## src/rtl/qawn_pkg.sv

```systemverilog
// Shared types, constants and character helpers for the whitespace normalizer.
`timescale 1ns / 1ps
`default_nettype none

package qawn_pkg;

  localparam int CHAR_W         = 8;
  localparam int PEND_DEPTH_DEF = 8;

  localparam logic [CHAR_W-1:0] CHAR_DQUOTE = 8'h22;
  localparam logic [CHAR_W-1:0] CHAR_SQUOTE = 8'h27;

  typedef enum logic [1:0] {
    Q_NONE   = 2'd0,
    Q_DOUBLE = 2'd1,
    Q_SINGLE = 2'd2
  } quote_t;

  typedef enum logic [1:0] {
    S_IDLE  = 2'd0,
    S_DRAIN = 2'd1,
    S_EVICT = 2'd2,
    S_CHAR  = 2'd3
  } state_t;

  // Commands from the controller to the datapath.
  typedef struct packed {
    logic take;       // latch the accepted request
    logic ws_reset;   // held whitespace becomes this single byte
    logic ws_append;  // append this byte to the held whitespace
    logic rd;         // read a held byte
    logic rd_next;    // read the entry after the head instead of the head
    logic pop;        // send the head byte and drop it
    logic evict;      // send the head byte and overwrite it with the latched byte
    logic emit;       // send the latched byte or a bare end marker
  } cmd_t;

  // Status from the datapath to the controller.
  typedef struct packed {
    logic in_ws;      // incoming byte is whitespace
    logic seen;       // content seen in this string
    logic quoted;     // inside a quoted span
    logic cnt_zero;
    logic cnt_one;
    logic full;
    logic push_ok;    // output register can take a byte this cycle
  } sts_t;

  function automatic logic is_ws(input logic [CHAR_W-1:0] c);
    return c inside {8'd32, [8'd9:8'd13]};
  endfunction

  function automatic logic [CHAR_W-1:0] to_lower(input logic [CHAR_W-1:0] c);
    logic [CHAR_W-1:0] r;
    r = c;
    if (c inside {[8'd65:8'd90]}) begin
      r = c + 8'd32;
    end
    return r;
  endfunction

endpackage

`default_nettype wire

```

## src/rtl/qawn_in_if.sv

```systemverilog
// Input channel interface: one raw byte per request with an end-of-string flag.
`timescale 1ns / 1ps
`default_nettype none

interface qawn_in_if;
  logic                         valid;
  logic                         ready;
  logic [qawn_pkg::CHAR_W-1:0]  in_char;
  logic                         in_last;

  modport source (output valid, output in_char, output in_last, input ready);
  modport sink   (input valid, input in_char, input in_last, output ready);
endinterface

`default_nettype wire

```

## src/rtl/qawn_out_if.sv

```systemverilog
// Result channel interface: one normalized byte or end marker per request.
`timescale 1ns / 1ps
`default_nettype none

interface qawn_out_if;
  logic                         valid;
  logic                         ready;
  logic [qawn_pkg::CHAR_W-1:0]  out_char;
  logic                         has_char;
  logic                         out_last;

  modport source (output valid, output out_char, output has_char, output out_last,
                  input ready);
  modport sink   (input valid, input out_char, input has_char, input out_last,
                  output ready);
endinterface

`default_nettype wire

```

## src/rtl/qawn_ram.sv

```systemverilog
// Generic single-write, single-read RAM with registered read data.
`timescale 1ns / 1ps
`default_nettype none

module qawn_ram #(
  parameter int WIDTH = 8,
  parameter int DEPTH = 8,
  localparam int AW   = (DEPTH > 1) ? $clog2(DEPTH) : 1
) (
  input  wire logic             clk,
  input  wire logic             we,
  input  wire logic [AW-1:0]    waddr,
  input  wire logic [WIDTH-1:0] wdata,
  input  wire logic             re,
  input  wire logic [AW-1:0]    raddr,
  output logic      [WIDTH-1:0] rdata
);

  logic [WIDTH-1:0] mem [DEPTH];

  always_ff @(posedge clk) begin
    if (we) begin
      mem[waddr] <= wdata;
    end
    if (re) begin
      rdata <= mem[raddr];
    end
  end

endmodule

`default_nettype wire

```

## src/rtl/qawn_ctrl.sv

```systemverilog
// Controller state machine: sequences accept, drain, evict and byte output.
`timescale 1ns / 1ps
`default_nettype none

module qawn_ctrl (
  input  wire logic            clk,
  input  wire logic            rst_n,
  input  wire logic            in_valid,
  input  wire logic            in_last,
  input  wire qawn_pkg::sts_t  sts,
  output logic                 in_ready,
  output qawn_pkg::cmd_t       cmd
);

  qawn_pkg::state_t state_r, state_nxt;

  always_ff @(posedge clk) begin
    if (!rst_n) begin
      state_r <= qawn_pkg::S_IDLE;
    end else begin
      state_r <= state_nxt;
    end
  end

  // Next state.
  always_comb begin
    state_nxt = state_r;
    case (state_r)
      qawn_pkg::S_IDLE: begin
        if (in_valid) begin
          if (sts.in_ws) begin
            if (in_last) begin
              state_nxt = qawn_pkg::S_CHAR;
            end else if (sts.seen && sts.quoted && sts.full) begin
              state_nxt = qawn_pkg::S_EVICT;
            end
          end else if (sts.cnt_zero) begin
            state_nxt = qawn_pkg::S_CHAR;
          end else begin
            state_nxt = qawn_pkg::S_DRAIN;
          end
        end
      end
      qawn_pkg::S_DRAIN: begin
        if (sts.push_ok && sts.cnt_one) begin
          state_nxt = qawn_pkg::S_CHAR;
        end
      end
      qawn_pkg::S_EVICT: begin
        if (sts.push_ok) begin
          state_nxt = qawn_pkg::S_IDLE;
        end
      end
      qawn_pkg::S_CHAR: begin
        if (sts.push_ok) begin
          state_nxt = qawn_pkg::S_IDLE;
        end
      end
      default: state_nxt = qawn_pkg::S_IDLE;
    endcase
  end

  // Outputs.
  always_comb begin
    cmd      = '0;
    in_ready = 1'b0;
    case (state_r)
      qawn_pkg::S_IDLE: begin
        in_ready = 1'b1;
        if (in_valid) begin
          cmd.take = 1'b1;
          if (sts.in_ws) begin
            if (!in_last && sts.seen) begin
              if (!sts.quoted) begin
                cmd.ws_reset = 1'b1;
              end else if (sts.full) begin
                cmd.rd = 1'b1;
              end else begin
                cmd.ws_append = 1'b1;
              end
            end
          end else if (!sts.cnt_zero) begin
            cmd.rd = 1'b1;
          end
        end
      end
      qawn_pkg::S_DRAIN: begin
        if (sts.push_ok) begin
          cmd.pop = 1'b1;
          if (!sts.cnt_one) begin
            cmd.rd      = 1'b1;
            cmd.rd_next = 1'b1;
          end
        end
      end
      qawn_pkg::S_EVICT: begin
        cmd.evict = sts.push_ok;
      end
      qawn_pkg::S_CHAR: begin
        cmd.emit = sts.push_ok;
      end
      default: begin
        cmd      = '0;
        in_ready = 1'b0;
      end
    endcase
  end

endmodule

`default_nettype wire

```

## src/rtl/qawn_dp.sv

```systemverilog
// Datapath: quote and content state, held-whitespace queue and output register.
`timescale 1ns / 1ps
`default_nettype none

module qawn_dp #(
  parameter int PEND_DEPTH = qawn_pkg::PEND_DEPTH_DEF
) (
  input  wire logic                        clk,
  input  wire logic                        rst_n,
  input  wire qawn_pkg::cmd_t              cmd,
  input  wire logic [qawn_pkg::CHAR_W-1:0] in_char,
  input  wire logic                        in_last,
  input  wire logic                        out_ready,
  output qawn_pkg::sts_t                   sts,
  output logic                             out_valid,
  output logic      [qawn_pkg::CHAR_W-1:0] out_char,
  output logic                             has_char,
  output logic                             out_last
);

  localparam int PW = (PEND_DEPTH > 1) ? $clog2(PEND_DEPTH) : 1;
  localparam int CW = $clog2(PEND_DEPTH + 1);

  logic [qawn_pkg::CHAR_W-1:0] char_r;
  logic                        last_r;
  qawn_pkg::quote_t            quote_r, quote_nxt, quote_upd;
  logic                        seen_r, seen_nxt;
  logic [PW-1:0]               head_r, head_nxt, head_inc, tail;
  logic [CW-1:0]               cnt_r, cnt_nxt;
  logic [CW:0]                 tail_sum;
  logic                        ov_r, ov_nxt;
  logic [qawn_pkg::CHAR_W-1:0] oc_r, oc_nxt;
  logic                        oh_r, oh_nxt;
  logic                        ol_r, ol_nxt;

  logic                        we;
  logic [PW-1:0]               waddr, raddr;
  logic [qawn_pkg::CHAR_W-1:0] wdata, rdata;
  logic                        char_has;

  qawn_ram #(
    .WIDTH (qawn_pkg::CHAR_W),
    .DEPTH (PEND_DEPTH)
  ) u_pend_ram (
    .clk   (clk),
    .we    (we),
    .waddr (waddr),
    .wdata (wdata),
    .re    (cmd.rd),
    .raddr (raddr),
    .rdata (rdata)
  );

  assign head_inc = (head_r == PW'(PEND_DEPTH - 1)) ? '0 : head_r + PW'(1);
  assign tail_sum = (CW+1)'(head_r) + (CW+1)'(cnt_r);
  assign tail     = (tail_sum >= (CW+1)'(PEND_DEPTH)) ?
                    PW'(tail_sum - (CW+1)'(PEND_DEPTH)) : PW'(tail_sum);

  assign raddr = cmd.rd_next ? head_inc : head_r;
  assign we    = cmd.ws_reset | cmd.ws_append | cmd.evict;
  assign wdata = cmd.evict ? char_r : in_char;

  always_comb begin
    waddr = head_r;
    if (cmd.ws_reset) begin
      waddr = '0;
    end else if (cmd.ws_append) begin
      waddr = tail;
    end
  end

  // Quote tracking for a non-whitespace byte.
  always_comb begin
    quote_upd = qawn_pkg::Q_NONE;
    case (quote_r)
      qawn_pkg::Q_DOUBLE: begin
        quote_upd = (char_r == qawn_pkg::CHAR_DQUOTE) ? qawn_pkg::Q_NONE : qawn_pkg::Q_DOUBLE;
      end
      qawn_pkg::Q_SINGLE: begin
        quote_upd = (char_r == qawn_pkg::CHAR_SQUOTE) ? qawn_pkg::Q_NONE : qawn_pkg::Q_SINGLE;
      end
      default: begin
        if (char_r == qawn_pkg::CHAR_DQUOTE) begin
          quote_upd = qawn_pkg::Q_DOUBLE;
        end else if (char_r == qawn_pkg::CHAR_SQUOTE) begin
          quote_upd = qawn_pkg::Q_SINGLE;
        end
      end
    endcase
  end

  assign char_has = !qawn_pkg::is_ws(char_r);

  always_comb begin
    quote_nxt = quote_r;
    seen_nxt  = seen_r;
    head_nxt  = head_r;
    cnt_nxt   = cnt_r;
    ov_nxt    = ov_r && !out_ready;
    oc_nxt    = oc_r;
    oh_nxt    = oh_r;
    ol_nxt    = ol_r;
    if (cmd.ws_reset) begin
      head_nxt = '0;
      cnt_nxt  = CW'(1);
    end
    if (cmd.ws_append) begin
      cnt_nxt = cnt_r + CW'(1);
    end
    if (cmd.pop || cmd.evict) begin
      head_nxt = head_inc;
      ov_nxt   = 1'b1;
      oc_nxt   = rdata;
      oh_nxt   = 1'b1;
      ol_nxt   = 1'b0;
    end
    if (cmd.pop) begin
      cnt_nxt = cnt_r - CW'(1);
    end
    if (cmd.emit) begin
      ov_nxt  = 1'b1;
      oc_nxt  = char_has ? qawn_pkg::to_lower(char_r) : '0;
      oh_nxt  = char_has;
      ol_nxt  = last_r;
      cnt_nxt = '0;
      if (char_has) begin
        seen_nxt  = 1'b1;
        quote_nxt = quote_upd;
      end
      if (last_r) begin
        seen_nxt  = 1'b0;
        quote_nxt = qawn_pkg::Q_NONE;
      end
    end
  end

  always_ff @(posedge clk) begin
    if (!rst_n) begin
      quote_r <= qawn_pkg::Q_NONE;
      seen_r  <= 1'b0;
      head_r  <= '0;
      cnt_r   <= '0;
      ov_r    <= 1'b0;
    end else begin
      quote_r <= quote_nxt;
      seen_r  <= seen_nxt;
      head_r  <= head_nxt;
      cnt_r   <= cnt_nxt;
      ov_r    <= ov_nxt;
    end
  end

  always_ff @(posedge clk) begin
    if (cmd.take) begin
      char_r <= in_char;
      last_r <= in_last;
    end
    oc_r <= oc_nxt;
    oh_r <= oh_nxt;
    ol_r <= ol_nxt;
  end

  assign sts.in_ws    = qawn_pkg::is_ws(in_char);
  assign sts.seen     = seen_r;
  assign sts.quoted   = (quote_r != qawn_pkg::Q_NONE);
  assign sts.cnt_zero = (cnt_r == '0);
  assign sts.cnt_one  = (cnt_r == CW'(1));
  assign sts.full     = (cnt_r == CW'(PEND_DEPTH));
  assign sts.push_ok  = !ov_r || out_ready;

  assign out_valid = ov_r;
  assign out_char  = oc_r;
  assign has_char  = oh_r;
  assign out_last  = ol_r;

endmodule

`default_nettype wire

```

## src/rtl/quote_aware_whitespace_normalizer.sv

```systemverilog
// A content byte is latched from its request in S_IDLE and loaded into the result register in
// S_CHAR; if whitespace is held, S_DRAIN first sends each held byte, oldest first. A new request
// is taken only in S_IDLE, so the next byte is not accepted until the last one is through, and
// a result still waiting at the output holds the controller. Whitespace is done in S_IDLE, or
// passes S_EVICT when it pushes out the oldest held byte or S_CHAR when it ends the string.
// Reset (rst_n low, synchronous) clears the control state; the whitespace RAM is not cleared.
`timescale 1ns / 1ps
`default_nettype none

// Top level of the quote-aware whitespace normalizer.
//
// Each request carries one byte of a string. Leading whitespace is dropped, letters A to Z are
// lowercased, and outside quotes a run of whitespace collapses to its last byte. Inside a
// double- or single-quoted span whitespace is kept as it is. Whitespace is never sent on its
// own: it is held in a small RAM-based queue and released only when a content byte follows,
// so trailing whitespace disappears. When a quoted run outgrows the queue, the oldest held
// byte is sent to make room. A final byte that is whitespace produces a bare end marker.
//
// The controller owns the sequencing. The datapath owns the quote and content state, the
// queue pointers, the RAM and the output register, which lets a finished result wait while
// the next request is taken.
module quote_aware_whitespace_normalizer #(
  parameter int PEND_DEPTH = qawn_pkg::PEND_DEPTH_DEF
) (
  input wire logic     clk,
  input wire logic     rst_n,
  qawn_in_if.sink      in_chan,
  qawn_out_if.source   out_chan
);

  qawn_pkg::cmd_t cmd;
  qawn_pkg::sts_t sts;

  qawn_ctrl u_ctrl (
    .clk      (clk),
    .rst_n    (rst_n),
    .in_valid (in_chan.valid),
    .in_last  (in_chan.in_last),
    .sts      (sts),
    .in_ready (in_chan.ready),
    .cmd      (cmd)
  );

  qawn_dp #(
    .PEND_DEPTH (PEND_DEPTH)
  ) u_dp (
    .clk       (clk),
    .rst_n     (rst_n),
    .cmd       (cmd),
    .in_char   (in_chan.in_char),
    .in_last   (in_chan.in_last),
    .out_ready (out_chan.ready),
    .sts       (sts),
    .out_valid (out_chan.valid),
    .out_char  (out_chan.out_char),
    .has_char  (out_chan.has_char),
    .out_last  (out_chan.out_last)
  );

`ifndef ASSERT_OFF
  // The controller issues at most one output write per cycle.
  a_one_push: assert property (@(posedge clk) disable iff (!rst_n)
    $onehot0({cmd.pop, cmd.evict, cmd.emit}))
    else $error("more than one output write in a cycle");

  // An output write never overruns a result that is still waiting.
  a_no_overrun: assert property (@(posedge clk) disable iff (!rst_n)
    (cmd.pop || cmd.evict || cmd.emit) |-> sts.push_ok)
    else $error("output register overwritten");

  // A bare end marker always closes its string and carries a zero byte.
  a_marker: assert property (@(posedge clk) disable iff (!rst_n)
    (out_chan.valid && !out_chan.has_char) |-> (out_chan.out_last && out_chan.out_char == '0))
    else $error("malformed end marker");

  // The held-whitespace queue is never empty and full at once.
  a_queue: assert property (@(posedge clk) disable iff (!rst_n)
    !(sts.cnt_zero && sts.full))
    else $error("queue count out of range");
`endif

endmodule

`default_nettype wire
```

## src/flat_wrapper.sv

```systemverilog
// flat-port wrapper written by rule: the top's interface ports become plain ports
module quote_aware_whitespace_normalizer_flat 
#(
  parameter int PEND_DEPTH = qawn_pkg::PEND_DEPTH_DEF
)
  (clk, rst_n, in_chan_valid, in_chan_in_char, in_chan_in_last, in_chan_ready, out_chan_valid, out_chan_out_char, out_chan_has_char, out_chan_out_last, out_chan_ready);
  qawn_in_if in_chan_i ();
  qawn_out_if out_chan_i ();
  input wire logic clk;
  input wire logic rst_n;
  input wire logic [$bits(in_chan_i.valid)-1:0] in_chan_valid;
  input wire logic [$bits(in_chan_i.in_char)-1:0] in_chan_in_char;
  input wire logic [$bits(in_chan_i.in_last)-1:0] in_chan_in_last;
  output wire logic [$bits(in_chan_i.ready)-1:0] in_chan_ready;
  output wire logic [$bits(out_chan_i.valid)-1:0] out_chan_valid;
  output wire logic [$bits(out_chan_i.out_char)-1:0] out_chan_out_char;
  output wire logic [$bits(out_chan_i.has_char)-1:0] out_chan_has_char;
  output wire logic [$bits(out_chan_i.out_last)-1:0] out_chan_out_last;
  input wire logic [$bits(out_chan_i.ready)-1:0] out_chan_ready;
  assign in_chan_i.valid = in_chan_valid;
  assign in_chan_i.in_char = in_chan_in_char;
  assign in_chan_i.in_last = in_chan_in_last;
  assign in_chan_ready = in_chan_i.ready;
  assign out_chan_valid = out_chan_i.valid;
  assign out_chan_out_char = out_chan_i.out_char;
  assign out_chan_has_char = out_chan_i.has_char;
  assign out_chan_out_last = out_chan_i.out_last;
  assign out_chan_i.ready = out_chan_ready;
  quote_aware_whitespace_normalizer #(.PEND_DEPTH(PEND_DEPTH)) u_core (.clk(clk), .rst_n(rst_n), .in_chan(in_chan_i), .out_chan(out_chan_i));
endmodule
```

## config.mk

```make
export PLATFORM = sky130hd
export DESIGN_NAME = quote_aware_whitespace_normalizer_flat
export DESIGN_NICKNAME = d
export VERILOG_FILES = /design/src/rtl/qawn_pkg.sv /design/src/rtl/qawn_in_if.sv /design/src/rtl/qawn_out_if.sv /design/src/rtl/qawn_ram.sv /design/src/rtl/qawn_ctrl.sv /design/src/rtl/qawn_dp.sv /design/src/rtl/quote_aware_whitespace_normalizer.sv /design/src/flat_wrapper.sv
export SDC_FILE = /design/constraint.sdc
export NUM_CORES = 1
export LEC_CHECK = 0
export BUFFER_PORTS_ARGS = -buffer_cell sky130_fd_sc_hd__buf_2
export CORE_ASPECT_RATIO = 1.4
export CORE_MARGIN = 2
export CORE_UTILIZATION = 37
export CTS_CLUSTER_SIZE = 24
export DETAILED_ROUTE_END_ITERATION = 8
export GPL_ROUTABILITY_DRIVEN = 0
export HOLD_SLACK_MARGIN = 0.05
export MAX_ROUTING_LAYER = met4
export PLACE_DENSITY = 0.63
export SLEW_MARGIN = 30
export SYNTH_ARGS = -nofsm -noshare
export SYNTH_HDL_FRONTEND = slang
export SYNTH_SLANG_ARGS = --single-unit
```

## constraint.sdc

```tcl
create_clock -name clk -period 2.7 [get_ports clk]
set_input_delay 0.27 -clock clk [delete_from_list [all_inputs] [get_ports clk]]
set_output_delay 0.27 -clock clk [all_outputs]
set_load 0.005 [all_outputs]
```

==> impl_metrics.toml <==
[run_status]
status = "completed"

[clock_network]
clockBufferDepth = 2
cts_hold_buf = 0
cts_root_buf = "clkbuf_16"
h-tree-depth = 3
cts_tree = "done"
clkSinkCount = 104
numCtsBuffers = 9
clkLatencyLatePin_ns = 0.35
path_clk_slew_ns = 0.07

[synth]
syn_inst = 364
yosysSeqAreaShare_pct = 61.9
yosysWarnings = 0
async_flop_share_pct = 0
syn_area_um2 = 4830
synth-edff-count = 91
syn_nets = 388
syn_avg_cell_area_um2 = 13.3
ys_seq_elements = 104
ys.flop_type = "edfxtp_1"
synthDistinctLibCells = 55

[grt]
gr-total-overflow = 0
grt_max_degree = 19
first_global_vias = 3101
track_usage_pct = 16.3
grt_pass1_wl_um = 16700
antenna_found_initial = 0

[placement]
postPlaceCellArea_um2 = 5290
dp_worst_setup_slack_ns = 0.153
io_buffers = 24
dp.cells = 554
dp_hpwl_um = 7860

[critical_path]
crit_path_start_kind = "flip-flop"
cp_max_fo = 8
cp_cell_sequence = "ha_1 -> nor3b_1 -> or3_1 -> mux2i_1 -> a22o_1 -> a221oi_1"
worstPathBufferInverterCount = 0
crit_family = "multiplexers"
arrival_ns = 2.53
endpoint_kind = "flip-flop"
slowest_delay_ns = 0.69
worstPathRequired_ns = 2.76
slowest_stage = "mux2i_1"
path_class = "flip-flop to flip-flop"

[layout]
antennaDiodeCount = 0
drive_gt1_share_pct = 20.1
nets = 436
fin_cells = 570
flow.area_growth_from_synthesis_pct = 15.9
postLayoutCellArea_um2 = 5600
fill_cells = 1129

[sta]
min_period_ns = 2.47
maxSlewViolCount = 0
finalSetupViolCount = 0
worstMarginPinSlew_ns = 0.761
setup_ws_ns = 0.235
finalHoldViolCount = 0
fin_tns_setup_ns = 0
skew_ns = 0.0105
max_freq_mhz = 406
max_slew_margin_pct = 47.8
timing.final.crit_share_pct = 91.3
rsz0062_at_grt = "no"

[drt]
viasPerCell = 5.53
wl_per_cell_um = 18.5
drt_iter0_drc = 215
drt-total-wl_um = 10600
detail-route-antenna-nets = 0
first_pass_iters = 4
drc = 0
num_vias = 3150

[power]
leakagePower_nw = 2.09
power.density_nw_per_um2 = 1010
ir_worst_vdd_mv = 0.381

[die]
die_area_um2 = 14000
io_pins = 25
std_cell_rows = 49
die_height_um = 139
core_um2 = 12800
die_w_um = 101
initial_core_util_pct = 37.7

[flow_run]
drv_cap = 0

[worst_hold_path]
min_path_type = "primary input to flip-flop"
stage by stage:
step | power, mW | hold slack (ns) | utilization [%]
4_1_cts | 5.66 | 0.114 | 43.7
3_3_place_gp | 4.30 | 0.476 | 41.3
3_5_place_dp | 4.34 | 0.485 | 41.3
5_1_grt | 5.94 | 0.127 | 43.7
2_1_floorplan | 3.71 | 0.369 | -
6_report | 5.63 | 0.123 | 43.7
final cells by class:
| cell class | instances | area (um^2) | area share [%] |
|---|---|---|---|
| Multi-Input combinational cell | 233 | 1720 | 30.6 |
| Tap cell | 153 | 191 | 3.42 |
| Timing Repair Buffer | 51 | 348 | 6.21 |
| Sequential cell | 104 | 2990 | 53.4 |
| Clock inverter | 6 | 76.3 | 1.36 |
| Clock buffer | 10 | 229 | 4.09 |
| Inverter | 13 | 48.8 | 0.871 |
cell families after synthesis:
group / Yosys count / share of synthesized area (%)
mux: 46 / 10.1
buf+inv: 27 / 2.90
fa+ha+maj: 11 / 3.00
xor+xnor: 2 / 0.363
compound gates: 76 / 10.6
flops: 104 / 61.9
simple gates: 98 / 11.1
layer usage:
metal | share of wire [%] | up-vias | global-route usage [%]
li1 | - | 1510 | -
met1 | 42 | 1554 | 18.5
met2 | 53 | 66 | 27.2
met3 | 2.1 | 20 | 2.06
met4 | 3.2 | 0 | 9.59
met5 | 0 | - | -
synthesized netlist by cell type (all sizes together), types with 6 or more instances:
master	number	share of area, %
ha	10	2.6
nand3	10	1.0
nand2	23	1.8
o21ai	21	2.2
dfxtp	13	5.4
edfxtp	91	57
a22o	11	2.0
inv	13	1.0
nand2b	6	0.93
clkbuf	7	0.54
buf	7	1.3
mux2i	35	7.5
nor2	17	1.3
a21oi	13	1.3
a221oi	10	1.8
nor3	13	1.5
mux2	11	2.6
final timing paths:
kind | start | endpoint | slack (ns) | cells past startpoint
max | u_core.u_dp.cnt_r[0] | u_core.u_dp.u_pend_ram.rdata[0] | 0.23 | 6
max reg2reg | u_core.u_dp.cnt_r[0] | u_core.u_dp.u_pend_ram.rdata[0] | 0.23 | 6
min reg2reg | u_core.u_dp.quote_r[1] | u_core.u_dp.quote_r[1] | 0.50 | 2
min | in_chan_in_char[6] | u_core.u_dp.char_r[6] | 0.12 | 1
where the power goes:
part | total [mW] | internal, mW | leakage, nW | switching (mW)
Sequential | 2.35 | 2.19 | 0.935 | 0.156
Combinational | 1.96 | 0.872 | 1.02 | 1.09
Clock | 1.33 | 0.734 | 0.143 | 0.598
Total | 5.63 | 3.79 | 2.09 | 1.84
registers in the layout, summed over array words and instances, names as in the netlist:
register                      cells
u_core.u_ctrl.state_r             2
u_core.u_dp.char_r                8
u_core.u_dp.cnt_r                 4
u_core.u_dp.has_char              1
u_core.u_dp.head_r                3
u_core.u_dp.last_r                1
u_core.u_dp.out_char              8
u_core.u_dp.out_last              1
u_core.u_dp.out_valid             1
u_core.u_dp.quote_r               2
u_core.u_dp.seen_r                1
u_core.u_dp.u_pend_ram.mem       64
u_core.u_dp.u_pend_ram.rdata      8
placed cells by master, fill, tap and decap left out, types with 10 or more instances in the layout:
| master | count |
|---|---|
| inv_1 | 13 |
| nand3_1 | 10 |
| dfxtp_1 | 13 |
| buf_2 | 24 |
| edfxtp_1 | 91 |
| a221oi_1 | 10 |
| ha_1 | 10 |
| mux2i_1 | 34 |
| buf_4 | 25 |
| nand2_1 | 23 |
| nor3_1 | 11 |
| nor2_1 | 17 |
| o21ai_0 | 12 |
| mux2_2 | 11 |
| a22o_1 | 11 |
| a21oi_1 | 13 |
worst reg2reg max path, delay by kind of cell, from the launching register on:
family / cells / cell delay, ns
AOI/OAI and AO/OA: 2 / 0.36
muxes: 1 / 0.69
DFF: 1 / 0.36
and+or+nand+nor: 2 / 0.61
adders and majority gates: 1 / 0.15
repair_timing:
| action | CTS | global route |
|---|---|---|
| gates resized for setup | 0 | 1 |
| setup endpoints to repair | 0 | 24 |
| buffers inserted | 0 | 0 |
Power figures use the tool's default switching activity.
